File: src/rtl/core/xsr_pkg.sv
`timescale 1ns / 1ps

package xsr_pkg;

  localparam int unsigned WordW   = 64;
  localparam int unsigned NumWords = 4;
  localparam int unsigned InDataW = 2 * WordW;
  localparam int unsigned CntW    = $clog2(WordW);

  localparam logic [WordW-1:0] SmGolden = 64'h9E3779B97F4A7C15;
  localparam logic [WordW-1:0] SmMulA   = 64'hBF58476D1CE4E5B9;
  localparam logic [WordW-1:0] SmMulB   = 64'h94D049BB133111EB;

  localparam int unsigned SmShiftA = 30;
  localparam int unsigned SmShiftB = 27;
  localparam int unsigned SmShiftC = 31;
  localparam int unsigned XoShiftT = 17;
  localparam int unsigned XoRotOut = 7;
  localparam int unsigned XoRotW3  = 45;

  localparam logic CmdDraw   = 1'b0;
  localparam logic CmdReseed = 1'b1;

endpackage

File: src/rtl/core/xoshiro256ss_bounded_prng.sv
`timescale 1ns / 1ps

// xoshiro256** generator with splitmix64 reseeding and a bounded draw.
//
// Input stream: tuser carries the command (draw or reseed), tdata carries
// seed_value and bound. Output stream: one 64-bit result per input transaction.
// One transaction is worked on at a time; the input is ready again once the
// result has been moved into the output register.
//
// Draw, nonzero bound: the states ST_DR_MUL5 and ST_DR_MUL9 build the
// scrambled output and step the state, then a restoring remainder loop
// takes one quotient bit per cycle over all 64 bits of the scrambled value.
// Draw, zero bound: result 0, state untouched.
// Reseed: result 0. Each of the four splitmix64 steps runs two
// shift-and-add multiplies by constants, one multiplier bit per cycle.
// The next transaction is accepted in the cycle after the result is registered.
//
// Reset clears the generator words to zero, so draws return 0 until a reseed.
// If the receiver stalls, the finished result waits in the output register;
// a following transaction may be accepted and run, but cannot finish until
// the output register is free.
module xoshiro256ss_bounded_prng (
  input  logic                           clk_i,
  input  logic                           rst_ni,
  input  logic                           s_axis_tvalid_i,
  output logic                           s_axis_tready_o,
  input  logic [xsr_pkg::InDataW-1:0]    s_axis_tdata_i,  // seed_value, bound
  input  logic                           s_axis_tuser_i,  // cmd
  output logic                           m_axis_tvalid_o,
  input  logic                           m_axis_tready_i,
  output logic [xsr_pkg::WordW-1:0]      m_axis_tdata_o   // value
);

  import xsr_pkg::*;

  typedef enum logic [3:0] {
    ST_IDLE,
    ST_SM_ADD,
    ST_SM_MUL_A,
    ST_SM_MIX,
    ST_SM_MUL_B,
    ST_SM_STORE,
    ST_DR_MUL5,
    ST_DR_MUL9,
    ST_DR_MOD,
    ST_DONE
  } state_e;

  localparam logic [CntW-1:0] LastBit = CntW'(WordW - 1);

  state_e                  state_q;
  logic [WordW-1:0]        words_q [NumWords];
  logic [WordW-1:0]        seed_q;
  logic [WordW-1:0]        bound_q;
  logic [WordW-1:0]        acc_q;
  logic [WordW-1:0]        mcand_q;
  logic [WordW-1:0]        kbits_q;
  logic [WordW:0]          rem_q;
  logic [CntW-1:0]         cnt_q;
  logic [1:0]              idx_q;
  logic                    m_valid_q;
  logic [WordW-1:0]        m_data_q;

  logic                    s_fire;
  logic                    m_fire;
  logic [WordW-1:0]        in_seed;
  logic [WordW-1:0]        in_bound;
  logic [WordW-1:0]        sm_sum;
  logic [WordW-1:0]        w1_x5;
  logic [WordW-1:0]        scr_out;
  logic [WordW-1:0]        w3_mix;
  logic [WordW:0]          rem_sh;
  logic                    rem_ge;

  assign s_axis_tready_o = (state_q == ST_IDLE);
  assign s_fire          = s_axis_tvalid_i && s_axis_tready_o;
  assign m_fire          = m_valid_q && m_axis_tready_i;
  assign m_axis_tvalid_o = m_valid_q;
  assign m_axis_tdata_o  = m_data_q;

  assign in_seed  = s_axis_tdata_i[WordW-1:0];
  assign in_bound = s_axis_tdata_i[InDataW-1:WordW];

  assign sm_sum  = seed_q + SmGolden;
  assign w1_x5   = words_q[1] + (words_q[1] << 2);
  assign scr_out = acc_q + (acc_q << 3);
  assign w3_mix  = words_q[3] ^ words_q[1];
  assign rem_sh  = {rem_q[WordW-1:0], mcand_q[WordW-1]};
  assign rem_ge  = (rem_sh >= {1'b0, bound_q});

  always_ff @(posedge clk_i or negedge rst_ni) begin
    if (!rst_ni) begin
      state_q   <= ST_IDLE;
      m_valid_q <= 1'b0;
      m_data_q  <= '0;
      seed_q    <= '0;
      bound_q   <= '0;
      acc_q     <= '0;
      mcand_q   <= '0;
      kbits_q   <= '0;
      rem_q     <= '0;
      cnt_q     <= '0;
      idx_q     <= '0;
      for (int i = 0; i < NumWords; i++) begin
        words_q[i] <= '0;
      end
    end else begin
      if (m_fire && state_q != ST_DONE) begin
        m_valid_q <= 1'b0;
      end
      unique case (state_q)
        ST_IDLE: begin
          if (s_fire) begin
            seed_q  <= in_seed;
            bound_q <= in_bound;
            idx_q   <= '0;
            rem_q   <= '0;
            if (s_axis_tuser_i == CmdReseed) begin
              state_q <= ST_SM_ADD;
            end else if (in_bound != '0) begin
              state_q <= ST_DR_MUL5;
            end else begin
              state_q <= ST_DONE;
            end
          end
        end
        ST_SM_ADD: begin
          seed_q  <= sm_sum;
          mcand_q <= sm_sum ^ (sm_sum >> SmShiftA);
          kbits_q <= SmMulA;
          acc_q   <= '0;
          cnt_q   <= '0;
          state_q <= ST_SM_MUL_A;
        end
        ST_SM_MUL_A, ST_SM_MUL_B: begin
          if (kbits_q[0]) begin
            acc_q <= acc_q + mcand_q;
          end
          mcand_q <= mcand_q << 1;
          kbits_q <= kbits_q >> 1;
          cnt_q   <= cnt_q + 1'b1;
          if (cnt_q == LastBit) begin
            state_q <= (state_q == ST_SM_MUL_A) ? ST_SM_MIX : ST_SM_STORE;
          end
        end
        ST_SM_MIX: begin
          mcand_q <= acc_q ^ (acc_q >> SmShiftB);
          kbits_q <= SmMulB;
          acc_q   <= '0;
          cnt_q   <= '0;
          state_q <= ST_SM_MUL_B;
        end
        ST_SM_STORE: begin
          words_q[idx_q] <= acc_q ^ (acc_q >> SmShiftC);
          idx_q          <= idx_q + 1'b1;
          state_q        <= (idx_q == 2'd3) ? ST_DONE : ST_SM_ADD;
        end
        ST_DR_MUL5: begin
          acc_q   <= {w1_x5[WordW-1-XoRotOut:0], w1_x5[WordW-1:WordW-XoRotOut]};
          state_q <= ST_DR_MUL9;
        end
        ST_DR_MUL9: begin
          mcand_q    <= scr_out;
          cnt_q      <= '0;
          words_q[0] <= words_q[0] ^ w3_mix;
          words_q[1] <= words_q[1] ^ words_q[2] ^ words_q[0];
          words_q[2] <= words_q[2] ^ words_q[0] ^ (words_q[1] << XoShiftT);
          words_q[3] <= {w3_mix[WordW-1-XoRotW3:0], w3_mix[WordW-1:WordW-XoRotW3]};
          state_q    <= ST_DR_MOD;
        end
        ST_DR_MOD: begin
          rem_q   <= rem_ge ? (rem_sh - {1'b0, bound_q}) : rem_sh;
          mcand_q <= mcand_q << 1;
          cnt_q   <= cnt_q + 1'b1;
          if (cnt_q == LastBit) begin
            state_q <= ST_DONE;
          end
        end
        ST_DONE: begin
          if (!m_valid_q || m_axis_tready_i) begin
            m_valid_q <= 1'b1;
            m_data_q  <= rem_q[WordW-1:0];
            state_q   <= ST_IDLE;
          end
        end
        default: begin
          state_q <= ST_IDLE;
        end
      endcase
    end
  end

  a_busy_after_accept: assert property (@(posedge clk_i) disable iff (!rst_ni)
    s_fire |=> !s_axis_tready_o)
    else $error("input ready straight after an accepted transaction");

  a_rem_below_bound: assert property (@(posedge clk_i) disable iff (!rst_ni)
    (state_q == ST_DR_MOD) |-> (rem_q < {1'b0, bound_q}))
    else $error("partial remainder not below bound");

  a_mod_bound_nonzero: assert property (@(posedge clk_i) disable iff (!rst_ni)
    (state_q == ST_DR_MOD) |-> (bound_q != '0))
    else $error("remainder loop entered with zero bound");

  a_hold_on_stall: assert property (@(posedge clk_i) disable iff (!rst_ni)
    (state_q == ST_DONE && m_valid_q && !m_axis_tready_i) |=>
      (state_q == ST_DONE && m_valid_q))
    else $error("result overwrote a stalled output");

endmodule

File: config.mk
export PLATFORM = sky130hd
export DESIGN_NAME = xoshiro256ss_bounded_prng
export DESIGN_NICKNAME = d
export VERILOG_FILES = /design/src/rtl/core/xsr_pkg.sv /design/src/rtl/core/xoshiro256ss_bounded_prng.sv
export SDC_FILE = /design/constraint.sdc
export NUM_CORES = 2
export LEC_CHECK = 0
export BUFFER_PORTS_ARGS = -buffer_cell sky130_fd_sc_hd__clkbuf_2
export CAP_MARGIN = 20
export CORE_ASPECT_RATIO = 2
export CORE_UTILIZATION = 58
export CTS_CLUSTER_SIZE = 10
export DETAILED_ROUTE_END_ITERATION = 10
export GPL_ROUTABILITY_DRIVEN = 1
export PLACE_DENSITY = 0.74
export SETUP_SLACK_MARGIN = 0.02
export SYNTH_ARGS = -nofsm -noshare
export SYNTH_HDL_FRONTEND = slang
export SYNTH_SLANG_ARGS = --single-unit
export TNS_END_PERCENT = 10
File: constraint.sdc
create_clock -name clk_i -period 3.3 [get_ports clk_i]
set_input_delay 0.33 -clock clk_i [delete_from_list [all_inputs] [get_ports clk_i]]
set_output_delay 0.33 -clock clk_i [all_outputs]
set_load 0.005 [all_outputs]
==> impl_metrics.py, run 1 <==
metrics = {
    "yosys": {
        "ys_async_sr_fraction_pct": 100,
        "yosysTopAreaCellShare_pct": 35.2,
        "ys_seq_area_share_pct": 35.2,
        "synthCells": 6050,
        "synth_area_leaders": "dfrtp_1, ha_1, a21oi_1",
        "syn_area_per_cell_um2": 8.42,
        "ys_warn_count": 0,
        "synth.net_count": 6441,
        "synth_area_um2": 51000,
        "ys_ff_latch": 717,
        "synth_cell_types": 106,
        "synth-edff-count": 0,
        "yosys.area.top_type": "dfrtp_1",
        "synthFlopType": "dfrtp_1",
    },
    "floorplan": {
        "rows": 153,
        "die_w_um": 212,
        "initial_utilization_pct": 58.6,
        "io_pins": 199,
        "die_y_um": 421,
    },
    "placed_design": {
        "dp_cells": 8132,
        "port_buffers": 198,
        "gp_congestion": 1.14,
        "dp_slack_ns": -0.630,
        "dp_hpwl_mm": 177,
    },
    "global_route": {
        "globalRoute.totalOverflow": 2,
        "grt_usage_pct": 60.1,
        "grt_max_degree": 113,
    },
    "sta": {
        "grt_worst_setup_endpoint": "mcand_q[63]$_DFFE_PN0P_/D",
        "worst-endpoint-pin-kind": "register data pin",
    },
    "status": {
        "outcome": "did not finish",
        "error_line": "[ERROR GRT-0232] Routing congestion too high. Check the congestion heatmap in the GUI.",
        "haltStage": "global routing",
    },
    "cts": {
        "clockBufferDepth": 3,
        "htree_levels": 3,
        "cts.sinks": 717,
        "cts_root_buf": "clkbuf_16",
        "numCtsBuffers": 82,
    },
}
## through the flow
step	cell area [um^2]	TNS [ns]
2_1_floorplan	51000	0
3_3_place_gp	60900	-18.68
3_5_place_dp	60900	-24.16
4_1_cts	65700	-3.70
## kinds of logic after synthesis
group                    Yosys count  share of synthesized area, %
AO/OA/AOI/OAI                   2121                          27.1
XOR/XNOR                         555                          9.55
adder cells (fa/ha/maj)          258                          6.39
buffers and inverters            585                          4.52
flip-flops                       717                          35.2
multiplexers                      79                          1.71
AND/OR/NAND/NOR                 1735                          15.5
## metal layers
metal  track usage [%]  overflow
met1              56.4         0
met2              88.6         1
met3              29.1         0
met4              69.6         1
met5              1.95         0
## timing repair
action	CTS
hold endpoints to repair	182
resized for setup	206
setup buffers	17
hold buffers	132
cloned	0
pin swaps	60
setup endpoints to repair	124
## synthesized netlist by cell type (23+ instances only)
| cell type | number |
|---|---|
| a211oi_1 | 72 |
| a21o_1 | 167 |
| a21oi_1 | 608 |
| a221o_1 | 133 |
| a221oi_1 | 64 |
| a222oi_1 | 25 |
| a31oi_1 | 53 |
| and2_1 | 31 |
| and3_1 | 44 |
| buf_1 | 35 |
| clkbuf_1 | 350 |
| dfrtp_1 | 717 |
| ha_1 | 254 |
| inv_1 | 167 |
| mux2_2 | 64 |
| nand2_1 | 590 |
| nand2b_1 | 50 |
| nand3_1 | 154 |
| nand4_1 | 71 |
| nor2_1 | 510 |
| nor2b_1 | 37 |
| nor3_1 | 130 |
| nor4_1 | 33 |
| o211ai_1 | 37 |
| o21a_1 | 33 |
| o21ai_0 | 572 |
| o21bai_1 | 40 |
| o221ai_1 | 23 |
| o32a_1 | 82 |
| xnor2_1 | 319 |
| xor2_1 | 235 |
==> run 2, diff against run 1 <==
--- a/config.mk
+++ b/config.mk
@@ -7,13 +7,10 @@
 export LEC_CHECK = 0
 export BUFFER_PORTS_ARGS = -buffer_cell sky130_fd_sc_hd__clkbuf_2
 export CAP_MARGIN = 20
-export CORE_ASPECT_RATIO = 2
-export CORE_UTILIZATION = 58
-export CTS_CLUSTER_SIZE = 10
+export CORE_UTILIZATION = 40
 export DETAILED_ROUTE_END_ITERATION = 10
 export GPL_ROUTABILITY_DRIVEN = 1
-export PLACE_DENSITY = 0.74
-export SETUP_SLACK_MARGIN = 0.02
+export PLACE_DENSITY_LB_ADDON = 0.15
 export SYNTH_ARGS = -nofsm -noshare
 export SYNTH_HDL_FRONTEND = slang
 export SYNTH_SLANG_ARGS = --single-unit
==> constraint.sdc (replaced) <==
create_clock -name clk_i -period 4.3 [get_ports clk_i]
set_input_delay 0.43 -clock clk_i [delete_from_list [all_inputs] [get_ports clk_i]]
set_output_delay 0.43 -clock clk_i [all_outputs]
set_load 0.005 [all_outputs]
==> impl_metrics.py, run 2 <==
metrics = {
    "status": {
        "outcome": "finished, final reports clean",
    },
    "floorplan": {
        "core_region_area_um2": 126000,
        "die_w_um": 359,
        "dieArea_um2": 129000,
        "initial_utilization_pct": 40.4,
        "io_pins": 199,
        "die_y_um": 359,
        "rows": 130,
    },
    "sta": {
        "skew_ns": 0.0365,
        "drv_slew": 0,
        "final-setup-viol-count": 0,
        "slew_headroom_pct": 20.8,
        "worst_pin_slew_ns": 1.18,
        "hold_viol": 0,
        "setup-tns-final_ns": 0,
        "fin_crit_sh_pct": 95.8,
        "min_period_ns": 4.12,
        "rsz0062_at_grt": "false",
        "fmax_mhz": 243,
        "hold_slack_ns": 0.0413,
    },
    "routing": {
        "via_per_inst": 6.11,
        "drt_first_iter_violations": 4811,
        "final_antenna_net_count": 0,
        "wl_mm": 202,
        "wl_per_cell_um": 25.4,
        "dr.pass1.iters": 7,
        "vias": 48500,
        "drc": 0,
    },
    "pwr": {
        "p_clk_share_pct": 53.6,
        "pwr-share-seq_pct": 44.2,
        "switching_power_w": 0.00353,
        "ir_drop_uv": 374,
        "power_w": 0.0153,
        "p_leak_nw": 27.4,
        "pwr-share-comb_pct": 2.3,
        "swShare_pct": 23.1,
        "intPower_w": 0.0117,
        "p_per_area_nw_per_um2": 262,
    },
    "finish": {
        "syn_to_final_growth_pct": 14.4,
        "fillers": 12300,
        "drive_gt1_share_pct": 10.7,
        "top_register": "words_q",
        "final_common_cell": "dfrtp_1",
        "nets": 6599,
        "final_cell_area_um2": 58300,
        "mostFrequentLayoutCells": "dfrtp_1, a21oi_1, nand2_1",
        "largest_register_ffs": 256,
    },
    "global_route": {
        "grt_pass1_vias": 46900,
        "met1_usage_pct": 41.1,
        "grt_use_met3_pct": 4.78,
        "globalRoute.totalOverflow": 0,
        "grt_first_pass_wirelength_mm": 303,
        "grt_busiest_layer": "met2",
        "grt_usage_pct": 30.6,
        "grt_max_degree": 123,
        "use_met2_pct": 49.1,
        "antenna_found_initial": 3,
    },
    "yosys": {
        "synthMostInstantiatedCell": "dfrtp_1",
        "ys_warn_count": 0,
        "synth_area_leaders": "dfrtp_1, ha_1, a21oi_1",
        "ys_seq_area_share_pct": 35.2,
        "synthCells": 6050,
        "synth_common_cells": "dfrtp_1, a21oi_1, nand2_1",
        "synth_cell_types": 106,
        "yosys.area.top_type": "dfrtp_1",
        "synth_area_um2": 51000,
        "synth.net_count": 6441,
        "syn_area_per_cell_um2": 8.42,
        "ys_async_sr_fraction_pct": 100,
        "ys_ff_latch": 717,
        "synthFlopType": "dfrtp_1",
        "synth-edff-count": 0,
        "yosysTopAreaCellShare_pct": 35.2,
    },
    "worst_setup_path": {
        "cp-endpoint": "acc_q[5]",
        "cp_data_arrival_time_ns": 4.68,
        "ff2ff_path_depth": 14,
        "cp.required_ns": 4.86,
        "cp-startpoint": "words_q[130]",
        "end_kind": "flip-flop",
        "crit_path_start_kind": "flip-flop",
        "reg2reg_from": "words_q[130]",
        "r2r_slack_ns": 0.18,
        "criticalPathCategory": "flip-flop to flip-flop",
        "reg2reg_to": "acc_q[5]",
        "crit_fanout": 6,
    },
    "worst_hold_path": {
        "hold_class": "input port to flip-flop",
    },
    "placed_design": {
        "dp_hpwl_mm": 148,
        "port_buffers": 198,
        "gp_congestion": 0.957,
        "place_area_um2": 54000,
    },
    "flow_run": {
        "maxCapViolCount": 0,
    },
    "cts": {
        "numCtsBuffers": 91,
        "cts.sinks": 717,
        "cts_root_buf": "clkbuf_16",
        "clk_pin_slew_ns": 0.06,
        "clock_latency_ns": 0.72,
        "cts_tree": "done",
        "clockBufferDepth": 3,
        "htree_levels": 3,
    },
}
-- run 2: worst min-delay path by stage --
| stage | from | endpoint | cells past startpoint |
|---|---|---|---|
| 2_1_floorplan | rst_ni | acc_q[0] | 0 |
| 3_3_place_gp | kbits_q[54] | kbits_q[53] | 2 |
| 3_5_place_dp | kbits_q[8] | kbits_q[7] | 2 |
| 4_1_cts | s_axis_tdata_i[45] | seed_q[45] | 3 |
| 5_1_grt | s_axis_tdata_i[78] | bound_q[14] | 3 |
| 6_report | s_axis_tdata_i[76] | bound_q[12] | 3 |
-- run 2: timing repair --
action | CTS | global route
hold buffers | 115 | 0
hold endpoints to repair | 171 | 0
gates resized for setup | 0 | 5
endpoints found under the setup margin | 0 | 8
setup buffers | 0 | 0
-- run 2: critical path, stage by stage (launching register included) --
cell and delay (ns):
dfrtp_1 0.46, ha_1 0.26, inv_1 0.07, fa_1 0.18, nand2b_1 0.16, a21oi_1 0.13
o211ai_1 0.36, nand3_1 0.23, a21oi_1 0.19, o21ai_1 0.20, a221oi_2 0.43, o21ai_1 0.22
a221oi_1 0.35, xor2_1 0.54, o22ai_1 0.18
-- run 2: layout make-up --
type | count | area [um^2] | share of cell area [%]
diodes | 1 | 2.50 | 0.00429
clock buffers | 120 | 2570 | 4.41
clock inverters | 44 | 569 | 0.976
inverters | 167 | 627 | 1.07
multi-input cells | 4748 | 30900 | 52.9
flip-flops and latches | 717 | 17900 | 30.8
well taps | 1650 | 2060 | 3.54
repair buffers | 483 | 3670 | 6.29
-- run 2: cells by family (layout without fill, tap and decap cells) --
| group | Yosys count | after routing | synth area share [%] |
|---|---|---|---|
| DFF | 717 | 717 | 35.2 |
| muxes | 79 | 79 | 1.71 |
| other | 0 | 1 | 0 |
| and+or+nand+nor | 1735 | 1735 | 15.5 |
| buffers and inverters | 585 | 814 | 4.52 |
| xor gates and xnor gates | 555 | 555 | 9.55 |
| AOI/OAI and AO/OA | 2121 | 2121 | 27.1 |
| adders and majority gates | 258 | 258 | 6.39 |
-- run 2: stage by stage --
stage	util (%)	std cells	setup slack (ns)
after floorplan	-	6050	0.982
after global placement	42.8	7650	0.123
after detailed placement	42.8	7650	0.152
after CTS	46.2	7929	0.131
after global routing	46.3	7930	0.00517
final	46.3	7930	0.182
-- run 2: routing by layer --
| metal | part of all wire [%] | up-vias |
|---|---|---|
| met5 | 0 | - |
| met4 | 4.5 | 0 |
| met3 | 6.5 | 381 |
| met2 | 46 | 1737 |
| met1 | 43 | 23900 |
| li1 | - | 22400 |
-- run 2: power by group through the flow --
| stage | registers [W] | clock network (W) | logic, W |
|---|---|---|---|
| 2_1_floorplan | 0.00687 | 0 | 0.00000530 |
| 3_3_place_gp | 0.00687 | 0 | 0.000272 |
| 3_5_place_dp | 0.00687 | 0 | 0.000273 |
| 4_1_cts | 0.00675 | 0.00833 | 0.000356 |
| 5_1_grt | 0.00674 | 0.00858 | 0.000384 |
| 6_report | 0.00675 | 0.00819 | 0.000348 |
Note: power is estimated with default switching activity, not from simulation.
